<file path="src/jls_pkg.sv">
// shared constants and codes for the jacobi solver core
package jls_pkg;

    localparam int ORDER_DEF   = 8;
    localparam int VALUE_W     = 32;
    localparam int FRAC_BITS   = 24;
    localparam int ITER_W      = 16;
    localparam int TOL_W       = 31;
    localparam int ROW_W       = 3;
    localparam int NUM_W       = 40;

    localparam logic [ITER_W-1:0] MAX_ITER_RST = 16'd100;
    localparam logic [TOL_W-1:0]  TOL_RST      = 31'd17;

    typedef enum logic [1:0] {
        FUNC_LOAD_A = 2'd0,
        FUNC_LOAD_B = 2'd1,
        FUNC_LOAD_X = 2'd2,
        FUNC_SOLVE  = 2'd3
    } func_t;

    localparam logic CFG_MAX_ITER = 1'b0;
    localparam logic CFG_TOL      = 1'b1;

endpackage

</file>
<file path="src/jls_div.sv">
// sequential signed divider: (num << 24) / diag, truncated, saturated to 32 bits
module jls_div (
    input  logic                                clk,
    input  logic                                rst_n,
    input  logic                                start,
    input  logic signed [jls_pkg::NUM_W-1:0]    num,
    input  logic signed [jls_pkg::VALUE_W-1:0]  diag,
    output logic                                done,
    output logic [jls_pkg::VALUE_W-1:0]         quot
);

    localparam int MAG_W   = jls_pkg::NUM_W - 1;
    localparam int QW      = MAG_W + jls_pkg::FRAC_BITS;
    localparam int CW      = $clog2(QW);
    localparam int VW      = jls_pkg::VALUE_W;
    localparam int NUM_W_L = jls_pkg::NUM_W;

    logic          busy_reg, busy_next;
    logic          done_reg, done_next;
    logic [CW-1:0] cnt_reg, cnt_next;
    logic [VW-1:0] rem_reg, rem_next;
    logic [QW-1:0] q_reg, q_next;
    logic [VW-1:0] dsr_reg, dsr_next;
    logic          neg_reg, neg_next;

    logic [NUM_W_L-1:0] num_neg;
    logic [VW:0]   shifted;
    logic [VW-1:0] diag_mag;

    always_comb
    begin
        num_neg   = -num;
        diag_mag  = diag[VW-1] ? -diag : diag;
        shifted   = {rem_reg, q_reg[QW-1]};
        busy_next = busy_reg;
        done_next = 1'b0;
        cnt_next  = cnt_reg;
        rem_next  = rem_reg;
        q_next    = q_reg;
        dsr_next  = dsr_reg;
        neg_next  = neg_reg;
        if (start)
        begin
            busy_next = 1'b1;
            cnt_next  = CW'(QW - 1);
            rem_next  = '0;
            q_next    = {(num[NUM_W_L-1] ? num_neg[MAG_W-1:0] : num[MAG_W-1:0]),
                         {jls_pkg::FRAC_BITS{1'b0}}};
            dsr_next  = diag_mag;
            neg_next  = num[NUM_W_L-1] ^ diag[VW-1];
        end
        else if (busy_reg)
        begin
            if (shifted >= {1'b0, dsr_reg})
            begin
                rem_next = VW'(shifted - {1'b0, dsr_reg});
                q_next   = {q_reg[QW-2:0], 1'b1};
            end
            else
            begin
                rem_next = shifted[VW-1:0];
                q_next   = {q_reg[QW-2:0], 1'b0};
            end
            cnt_next = cnt_reg - 1'b1;
            if (cnt_reg == '0)
            begin
                busy_next = 1'b0;
                done_next = 1'b1;
            end
        end
    end

    // saturate the magnitude quotient with its sign
    always_comb
    begin
        if (neg_reg)
        begin
            if (q_reg > QW'(64'h8000_0000))
            begin
                quot = 32'h8000_0000;
            end
            else
            begin
                quot = -q_reg[VW-1:0];
            end
        end
        else if (q_reg > QW'(64'h7FFF_FFFF))
        begin
            quot = 32'h7FFF_FFFF;
        end
        else
        begin
            quot = q_reg[VW-1:0];
        end
    end

    assign done = done_reg;

    always_ff @(posedge clk or negedge rst_n)
    begin
        if (!rst_n)
        begin
            busy_reg <= 1'b0;
            done_reg <= 1'b0;
            cnt_reg  <= '0;
        end
        else
        begin
            busy_reg <= busy_next;
            done_reg <= done_next;
            cnt_reg  <= cnt_next;
        end
    end

    always_ff @(posedge clk)
    begin
        rem_reg <= rem_next;
        q_reg   <= q_next;
        dsr_reg <= dsr_next;
        neg_reg <= neg_next;
    end

endmodule
</file>
<file path="config.mk">
export PLATFORM = sky130hd
export DESIGN_NAME = jls_div
export DESIGN_NICKNAME = d
export VERILOG_FILES = /design/src/jls_pkg.sv /design/src/jls_div.sv
export SDC_FILE = /design/constraint.sdc
export NUM_CORES = 1
export LEC_CHECK = 0
export BUFFER_PORTS_ARGS = -buffer_cell sky130_fd_sc_hd__buf_2
export CAP_MARGIN = 40
export CORE_AREA = 2 2 168 170
export DETAILED_ROUTE_END_ITERATION = 6
export DIE_AREA = 0 0 170 172
export PLACE_DENSITY = 0.51
export SETUP_SLACK_MARGIN = 0.2
export SYNTH_ARGS = -nofsm -noshare
export SYNTH_HDL_FRONTEND = slang
export SYNTH_SLANG_ARGS = --single-unit
export TNS_END_PERCENT = 1
</file>
<file path="constraint.sdc">
create_clock -name clk -period 3.84 [get_ports clk]
set_clock_uncertainty 0.2 [all_clocks]
set_input_delay 1.152 -clock clk [delete_from_list [all_inputs] [get_ports clk]]
set_output_delay 1.152 -clock clk [all_outputs]
set_load 0.01 [all_outputs]
</file>
==> results.py <==
metrics = {
    "clock_network": {
        "clk_pin_slew_ns": 0.06,
        "cts_buffers": 17,
        "insertion_delay_ns": 0.43,
        "cts-htree-levels": 4,
        "cts_tree": "done",
        "cts_root_buffer": "clkbuf_16",
        "clock_path_buffers": 2,
        "cts_num_sinks": 136,
    },
    "setup_path": {
        "cp_common_cell": "buf_4",
        "rrSetupSlack_ns": 0.44,
        "cp_max_fo": 6,
        "crit_chain": "inv_2, ha_4, or3b_4, nand4b_1, buf_4, nor3_2, buf_4, nand2_4, o41ai_4, nand2_1, buf_6, buf_4, a21o_1, a21oi_2, buf_2",
        "reg2reg_to": "rem_reg[30]",
        "required_ns": 2.49,
        "worst_path_max_delay_cell": "or3b_4",
        "critPathMaxStageDelay_ns": 0.37,
        "start_kind": "flip-flop",
        "cp.arrival_ns": 3.19,
        "crit_type": "reg2out",
        "timing.rr.start": "q_reg[62]",
        "endpoint_kind": "output pin",
        "ff2ff_path_depth": 14,
    },
    "floorplanning": {
        "core_um2": 27500,
        "die_h_um": 172,
        "initial_core_util": 0.355,
        "die_width_um": 170,
        "rows": 61,
        "ioPinCount": 108,
        "die_area_um2": 29200,
    },
    "detailed_routing": {
        "vias": 8823,
        "ant_nets": 0,
        "drt_iter0_markers": 562,
        "wl_mm": 26.0,
        "routed_via_density": 5.32,
        "first_pass_iters": 5,
        "drt_drc_violations_left": 0,
        "routed_wire_length_per_instance_um": 15.7,
    },
    "cells_and_area": {
        "fin_cells": 1658,
        "post-route-util": 0.443,
        "antenna_cells": 0,
        "area_delta_synth_final_pct": 24.6,
        "largest_reg_flops": 63,
        "drive_gt1_frac": 0.233,
        "final_nets": 1413,
        "final_area_um2": 12200,
    },
    "sta": {
        "fin_crit_ns": 4.54,
        "setup_violations": 32,
        "drv_slew": 0,
        "hold_violations": 0,
        "timing.hold.ws_ns": 0.292,
        "rsz0062_at_grt": "true",
        "fmax_mhz": 220,
        "fin_ws_ns": -0.704,
        "tns_ns": -19.01,
        "worst_slew_pin_slew_ns": 0.795,
        "slew_headroom": 0.470,
        "period_share": 1.18,
    },
    "run_status": {
        "status": "finished, violations left",
        "violations": "setup timing",
    },
    "min_path": {
        "hold_path.class": "reg2reg",
        "hold_depth": 2,
        "holdPathEnd": "rem_reg[31]",
        "min_from": "rem_reg[31]",
    },
    "yosys": {
        "post-synth-top-area-fraction": 0.222,
        "synth_area_um2": 9760,
        "synthTopCellsByArea": "edfxtp_1 (22%), dfxtp_1 (11%), xnor2_1 (7.2%)",
        "synthCells": 1133,
        "yosys_warnings": 0,
        "synth-main-ff-cell": "edfxtp_1",
        "synth-seq-cells": 136,
        "ys_types": 70,
        "synth_async_sr_flop_share": 0.0588,
        "synth_area_per_cell_um2": 8.61,
        "synth_area_leader_cell": "edfxtp_1",
        "synth_edf_count": 72,
        "seq_area_frac_synth": 0.357,
        "syn_nets": 1247,
    },
    "grt": {
        "met1_usage": 0.251,
        "grt_pass1_wl_mm": 42.5,
        "top_usage_layer": "met2",
        "grt_pass1_vias": 8374,
        "grt_max_degree": 65,
        "met3_usage": 0.0266,
        "use_met2": 0.292,
        "grt_use_total": 0.179,
        "antenna_found_initial": 0,
        "overflow": 0,
    },
    "placed_design": {
        "dp.cells": 1624,
        "dp_hpwl_mm": 19.2,
        "portBuffers": 107,
        "gp_congestion": 0.839,
        "place_area_um2": 11400,
        "place_ws_ns": -0.262,
    },
    "power_and_ir_drop": {
        "power_mw": 5.10,
        "ir_worst_vdd_mv": 0.248,
        "p_leak_nw": 5.28,
        "p_per_area_nw_per_um2": 419,
    },
    "run": {
        "maxCapViolations": 0,
    },
}
## synthesized netlist by cell type, types with 3 or more instances
library cell / number
a32oi_1: 4
nor3_1: 23
o211ai_1: 8
o21a_1: 8
nand4b_1: 3
nand4_1: 18
mux2i_1: 34
nor4_1: 16
or4_1: 10
o41ai_1: 13
and2_1: 6
a211oi_1: 25
o21bai_1: 3
inv_1: 57
or3_1: 18
nor4b_1: 3
a21o_1: 34
xor2_1: 18
a31oi_1: 3
dfrtp_1: 8
xnor2_1: 80
nand3_1: 23
a22o_1: 37
dfxtp_1: 56
nor2_1: 96
nand2b_1: 20
nor2b_1: 9
edfxtp_1: 72
o211a_1: 3
and4_1: 5
a221oi_1: 4
a21oi_1: 102
clkbuf_1: 66
o31ai_1: 26
ha_1: 38
o21ai_0: 47
nand2_1: 91
or2_2: 5
## layout by cell type (no fill, tap or decap), drive strengths merged, types with 38 or more instances in the layout
cell type	n
buf	217
a21oi	103
nor2	97
nand2	91
xnor2	80
edfxtp	72
inv	64
dfxtp	56
o21ai	48
ha	38
## worst max-delay path by stage
stage          startpoint  endpoint  slack, ns
2_1_floorplan    q_reg[1]  quot[20]      -0.15
3_3_place_gp     q_reg[1]  quot[20]      -0.23
3_5_place_dp     q_reg[1]  quot[20]      -0.26
4_1_cts          q_reg[1]  quot[30]      -0.73
5_1_grt          q_reg[1]  quot[20]      -0.87
6_report         q_reg[1]  quot[28]      -0.70
## worst max-delay path: cells and delay by family, from the launching register on
kind,cells,cell delay [ns]
adder cells (fa/ha/maj),1,0.13
buffers and inverters,6,0.83
AO/OA/AOI/OAI,3,0.59
flip-flops,1,0.32
AND/OR/NAND/NOR,5,0.91
## metal layers
layer / vias to the layer above / part of all wire / routed length (µm)
li1: 4497 / - / -
met1: 4175 / 0.51 / 13100
met2: 142 / 0.46 / 11900
met3: 9 / 0.031 / 793
met4: 0 / 0.0060 / 155
met5: - / 0 / 0
## cell families (layout without fill, tap and decap cells)
kind of cell / after synthesis / after routing / share of synthesized area
XOR/XNOR: 98 / 98 / 0.0880
flip-flops: 136 / 136 / 0.357
buffers and inverters: 127 / 306 / 0.0492
AND/OR/NAND/NOR: 363 / 363 / 0.189
multiplexers: 34 / 34 / 0.0349
AO/OA/AOI/OAI: 336 / 336 / 0.231
adder cells (fa/ha/maj): 39 / 39 / 0.0508
## layout make-up
cell class,count,area (µm²)
Clock buffer,18,439
Clock inverter,14,185
Fill cell,2756,15300
Inverter,57,214
Multi-Input combinational cell,870,5980
Sequential cell,136,3490
Tap cell,346,433
Timing Repair Buffer,217,1420
## timing repair
| action | CTS | global route |
|---|---|---|
| setup buffers | 0 | 2 |
| setup endpoints to repair | 32 | 42 |
| cloned | 0 | 0 |
| pin swaps | 12 | 7 |
| resized for setup | 10 | 24 |
| hold buffers | 0 | 0 |
## power breakdown
group          total [mW]  internal (mW)  switching [mW]
clock network        1.74           1.06           0.685
registers            1.80           1.70           0.101
logic                1.56          0.707           0.850
Note: power is estimated with default switching activity, not from simulation.
