**src/jls_ram.sv**
```systemverilog
// generic single write port ram with registered read
module jls_ram #(
    parameter int WIDTH = 32,
    parameter int DEPTH = 8
) (
    input  logic                     clk,
    input  logic                     we,
    input  logic [$clog2(DEPTH)-1:0] waddr,
    input  logic [WIDTH-1:0]         wdata,
    input  logic [$clog2(DEPTH)-1:0] raddr,
    output logic [WIDTH-1:0]         rdata
);

    logic [WIDTH-1:0] mem [DEPTH];

    always_ff @(posedge clk)
    begin
        if (we)
        begin
            mem[waddr] <= wdata;
        end
        rdata <= mem[raddr];
    end

endmodule

```
**config.mk**
```make
export PLATFORM = sky130hd
export DESIGN_NAME = jls_ram
export DESIGN_NICKNAME = d
export VERILOG_FILES = /design/src/jls_ram.sv
export SDC_FILE = /design/constraint.sdc
export NUM_CORES = 1
export LEC_CHECK = 0
export BUFFER_PORTS_ARGS = -buffer_cell sky130_fd_sc_hd__clkbuf_2
export CORE_UTILIZATION = 55
export DETAILED_ROUTE_END_ITERATION = 8
export MAX_ROUTING_LAYER = met4
export PLACE_DENSITY = 0.77
export SYNTH_ARGS = -nofsm -noshare
export SYNTH_HDL_FRONTEND = slang
export SYNTH_SLANG_ARGS = --single-unit
```
**constraint.sdc**
```tcl
create_clock -name clk -period 4.85 [get_ports clk]
set_input_delay 0.97 -clock clk [delete_from_list [all_inputs] [get_ports clk]]
set_output_delay 0.97 -clock clk [all_outputs]
set_load 0.01 [all_outputs]
```
==> results of run 1 <==
==> routing by layer <==
metal	routed length [um]	GRT usage	share of wire	up-vias
li1	-	-	-	1978
met1	7230	0.245	0.41	2331
met2	9340	0.326	0.52	128
met3	969	0.0311	0.054	26
met4	274	0.0515	0.015	0
met5	0	-	0	-
==> state kept, by name, summed over array words and instances (netlist names) <==
signal and count:
rdata 32, mem 256
==> layout by cell type, fill, tap and decap left out, drive strengths merged <==
cell	Yosys	layout
clkinvlp	0	3
dfxtp	32	32
edfxtp	256	256
nand2	2	2
clkinv	0	6
mux4	64	64
bufinv	0	3
mux2	32	32
inv	0	1
nor2	6	6
buf	17	11
clkbuf	1	109
nor3	2	2
nand2b	3	3
==> stage by stage <==
step | cells | worst slack, ps
floorplan | 415 | 1030
global placement | 711 | 1940
detailed placement | 711 | 1920
CTS | 764 | 2450
global route | 764 | 2380
finish | 764 | 2470
==> cell type report <==
cell class                      instances  area (um2)
Timing Repair Buffer                   80         425
Clock inverter                         13         158
Fill cell                            1155        6600
Clock buffer                           40         837
Multi-Input combinational cell        109        2070
Tap cell                              234         293
Sequential cell                       288        8330
==> final timing paths <==
check,from,endpoint,cells after the start,slack [ps]
hold reg to reg,mem[4][24]$_DFFE_PP_,rdata[24]$_DFF_P_,2,670
setup / recovery,raddr[2],rdata[13]$_DFF_P_,4,2470
setup reg to reg,mem[1][25]$_DFFE_PP_,rdata[25]$_DFF_P_,2,3560
hold / removal,mem[4][24]$_DFFE_PP_,rdata[24]$_DFF_P_,2,670
==> power breakdown <==
part,total [mW],internal [mW],leakage [nW],switching [mW]
logic,0.256,0.121,1.07,0.135
clock network,2.24,1.37,0.485,0.877
registers,2.83,2.80,2.60,0.0268
total,5.33,4.29,4.15,1.04
==> worst max-delay path: cells and delay by family <==
| kind | cells | cell delay (ps) |
|---|---|---|
| buf+inv | 2 | 1130 |
| mux | 2 | 650 |
==> cell families (layout without fill, tap and decap cells) <==
logic type	count (synthesis)	count (layout)	share of synthesized area
flip-flops	288	288	0.796
multiplexers	96	96	0.186
buffers and inverters	18	133	0.0122
AND/OR/NAND/NOR	13	13	0.00562
==> flow_summary.yaml, run 1 <==
grt:
  track_usage: 0.192
  grt_pass1_wl_mm: 26.8
  antenna_found_initial: 0
  grt_pass1_vias: 4593
  grt_overflow_total: 0
  grt_max_degree: 65
floorplanning:
  core.rowCount: 50
  core_um2: 18700
  io_pins: 72
  fp.dieArea_um2: 19600
  die_y_um: 140
  die_w_um: 140
  start_util: 0.560
setup_path:
  end_kind: "flip-flop"
  criticalPathCategory: "primary input to flip-flop"
  arrival_ps: 2790
  crit_required_ps: 5260
  setup.worst_path.start_class: "primary input"
  worstPathCellList: "buf_2 -> buf_4 -> mux4_2 -> mux2_2"
  cpMaxStageDelayCell: "buf_2"
  path_max_fanout: 39
  cpPeakStageDelay_ps: 660
synthesis:
  synth_flop_cell: "edfxtp_1"
  synth.distinct_cells: 13
  netlist_instances: 415
  synth-seq-cells: 288
  synthTopCellsByCount: "edfxtp_1, mux4_1, dfxtp_1, mux2_2, mux4_2"
  synth_top_area_cell: "edfxtp_1"
  synth_nets: 455
  ys_async_sr_fraction: 0
  synth_warnings: 0
  synth_most_common_cell: "edfxtp_1"
  yosysSeqAreaShare: 0.796
  synth_edf_count: 256
  syn_area_per_cell_um2: 25.2
  synth_area_um2: 10500
  synth.area.top_cells: "edfxtp_1, mux4_1, dfxtp_1"
  synth.top_cell.area_share: 0.734
placed_design:
  io_buffers: 71
  globalplace.congestion: 0.662
  post-dp-hpwl_mm: 9.12
  dpl_cell_area_um2: 11100
pwr:
  ir_drop_uv: 247
  total_power_mw: 5.33
  p_per_area_nw_per_um2: 440
  leakage_nw: 4.15
route:
  wire_per_inst_um: 23.3
  firstDrtPassIters: 5
  dr.first_iter.drc_count: 331
  ant_nets: 0
  wirelength_mm: 17.8
  via_per_inst: 5.84
  drc_errors: 0
  vias: 4463
clock_tree:
  cts_root_buf: "clkbuf_16"
  cts_hold_buf: 0
  path_clk_slew_ps: 60
  h-tree-depth: 1
  cts_setup_buffers: 0
  tritoncts: "done"
  cts_resized: 0
  cts_buffer_depth: 3
  cts_made_buffers: 29
  clock_latency_ps: 520
  cts_num_sinks: 288
timing:
  min_period_ps: 2380
  holdWs_ps: 667
  tightest_slew_ps: 1100
  maxSlewViolCount: 0
  grt_setup_unrepaired: "no"
  period_share: 0.491
  fmax_mhz: 420
  finalHoldViolations: 0
  setup-tns-final_ps: 0
  skew_ps: 9.21
  slew_headroom: 0.266
  setup_viol: 0
layout:
  final_cell_area_um2: 12100
  diodes: 0
  final_core_util: 0.647
  syn2layout_area_growth_pct: 15.7
  final_nets: 548
  drive_gt1_frac: 0.364
min_path:
  hold_class: "flip-flop to flip-flop"
job:
  cap_viol_max_count: 0
outcome:
  status: "complete, no violations"
No activity file was read; power rests on OpenSTA's default activity.
==> inputs of run 2 (changes only) <==
Settings changed: ABC_AREA set to 1, PLACE_DENSITY 0.77 to 0.79.
Clock period 4.85 ns to 2 ns, I/O delays scaled along.
==> run 2 against run 1 <==
- flip-flop and latch count unchanged
- power is 140% higher
- highest routed layer unchanged
- clock power is 130% higher
- sequential share of layout area decreased by 7.4 points
- global-route usage is 3.7 points higher
==> flow_summary.yaml, run 2 <==
setup_path:
  cp_top_family: "flip-flops"
  path_max_fanout: 1
  arrival_ps: 1050
  setup.worst_path.start_class: "flip-flop"
  cpPeakStageDelay_ps: 360
  worstPathCellList: "clkbuf_2"
  crit_required_ps: 1600
  criticalPathCategory: "flip-flop to output port"
  worst-path-buf-inv: 1
  cpMaxStageDelayCell: "dfxtp_1"
  end_kind: "output port"
clock_tree:
  tritoncts: "done"
  clock_latency_ps: 540
  path_clk_slew_ps: 60
  cts_root_buf: "clkbuf_16"
  cts_resized: 0
  h-tree-depth: 1
  cts_num_sinks: 288
  cts_made_buffers: 28
  cts_setup_buffers: 0
  cts_buffer_depth: 3
  cts_hold_buf: 0
floorplanning:
  start_util: 0.563
  fp.dieArea_um2: 22200
  core.rowCount: 53
  die_w_um: 149
  core_um2: 21100
  io_pins: 72
  die_y_um: 149
timing:
  tightest_slew_ps: 521
  min_period_ps: 1450
  setup_ws_ps: 549
  maxSlewViolCount: 0
  slew_headroom: 0.653
  period_share: 0.725
  grt_setup_unrepaired: "no"
  skew_ps: 9.67
  setup-tns-final_ps: 0
  fmax_mhz: 689
  setup_viol: 0
  finalHoldViolations: 0
synthesis:
  yosysSeqAreaShare: 0.701
  synth_top_area_cell: "edfxtp_1"
  synthTopCellsByCount: "nand2_1, inv_1, edfxtp_1"
  syn_area_per_cell_um2: 10.3
  synth.top_cell.area_share: 0.647
  synth.area.top_cells: "edfxtp_1, nand2_1, inv_1"
  synth.distinct_cells: 12
  synth_most_common_cell: "nand2_1"
  synth_warnings: 0
  synth_flop_cell: "edfxtp_1"
  synth_nets: 1196
  ys_async_sr_fraction: 0
  synth-seq-cells: 288
  netlist_instances: 1156
  synth_edf_count: 256
  synth_area_um2: 11900
route:
  dr.first_iter.drc_count: 693
  firstDrtPassIters: 5
  vias: 7581
  ant_nets: 0
  drc_errors: 0
  wirelength_mm: 23.6
  via_per_inst: 4.96
  wire_per_inst_um: 15.5
pwr:
  seq_power_share: 0.529
  swShare: 0.214
  pwr-share-clk: 0.403
  power.internal_mw: 10.2
  p_comb_frac: 0.067
  p_per_area_nw_per_um2: 955
  leakage_nw: 6.28
  p_switching_mw: 2.77
  ir_drop_uv: 591
placed_design:
  io_buffers: 71
  post-dp-hpwl_mm: 13.0
  globalplace.congestion: 0.746
  pre_cts_ws_ps: 409
layout:
  final_common_cell: "nand2_1"
  drive_gt1_frac: 0.112
  reg_top3: "mem x256, rdata x32"
  final_core_util: 0.643
  regArea_um2: 8330
  largest_reg_flops: 256
  final_cell_mix: "nand2_1, inv_1, edfxtp_1"
  syn2layout_area_growth_pct: 14.2
  regMostFlops: "mem"
  multi_input_area_um2: 2310
  diodes: 0
  final_nets: 1270
  fillers: 1547
grt:
  grt_pass1_vias: 7454
  grt_pass1_wl_mm: 37.8
  antenna_found_initial: 0
  grt_max_degree: 81
  track_usage: 0.229
  grt_overflow_total: 0
min_path:
  hold_class: "primary input to flip-flop"
outcome:
  status: "complete, no violations"
job:
  cap_viol_max_count: 0
-- run 2: kinds of logic after synthesis --
kind of cell / count (synthesis) / share of synthesized area
flip-flops: 288 / 0.701
AND/OR/NAND/NOR: 558 / 0.190
buffers and inverters: 310 / 0.109
-- run 2: path summary, 6_finish.rpt --
path	startpoint	endpoint	slack, ps	cells past startpoint
min reg2reg	mem[6][11]$_DFFE_PP_	rdata[11]$_DFF_P_	630	6
min	wdata[16]	mem[1][16]$_DFFE_PP_	140	1
max	rdata[0]$_DFF_P_	rdata[0]	550	1
max reg2reg	mem[2][6]$_DFFE_PP_	rdata[6]$_DFF_P_	1070	6
-- run 2: through the flow --
| stage | hold slack, ps | power (mW) | instances | area (um2) |
|---|---|---|---|---|
| after floorplan | 499 | 7.49 | 1156 | 11900 |
| after global placement | 604 | 7.81 | 1475 | 12600 |
| after detailed placement | 622 | 7.85 | 1475 | 12600 |
| after CTS | 122 | 13.0 | 1527 | 13600 |
| after global routing | 127 | 13.4 | 1527 | 13600 |
| final | 137 | 12.9 | 1527 | 13600 |
-- run 2: power by group through the flow --
| stage | clock, mW | combinational (mW) | sequential [mW] |
|---|---|---|---|
| after CTS | 5.28 | 0.878 | 6.85 |
| after global placement | 0 | 0.840 | 6.97 |
| after floorplan | 0 | 0.486 | 7.01 |
| final | 5.22 | 0.872 | 6.85 |
| after detailed placement | 0 | 0.867 | 6.98 |
| after global routing | 5.51 | 0.981 | 6.87 |
-- run 2: worst reg2reg max path: cells and delay by family (launching register included) --
family                 cells  cell delay (ps)
and+or+nand+nor            5              380
DFF                        1              370
buffers and inverters      1               70
-- run 2: area by class of cell --
class	instances	area share
clock inverters	13	0.00997
repair buffers	92	0.0491
inverters	262	0.0726
flip-flops and latches	288	0.614
multi-input cells	558	0.171
clock buffers	39	0.0578
well taps	275	0.0254
-- run 2: metal layers --
layer | vias up | track usage | wire, um
met5 | - | - | 0
met4 | 0 | 0.0730 | 476
met3 | 43 | 0.0297 | 1560
met2 | 272 | 0.381 | 11500
met1 | 3536 | 0.294 | 10100
li1 | 3730 | - | -
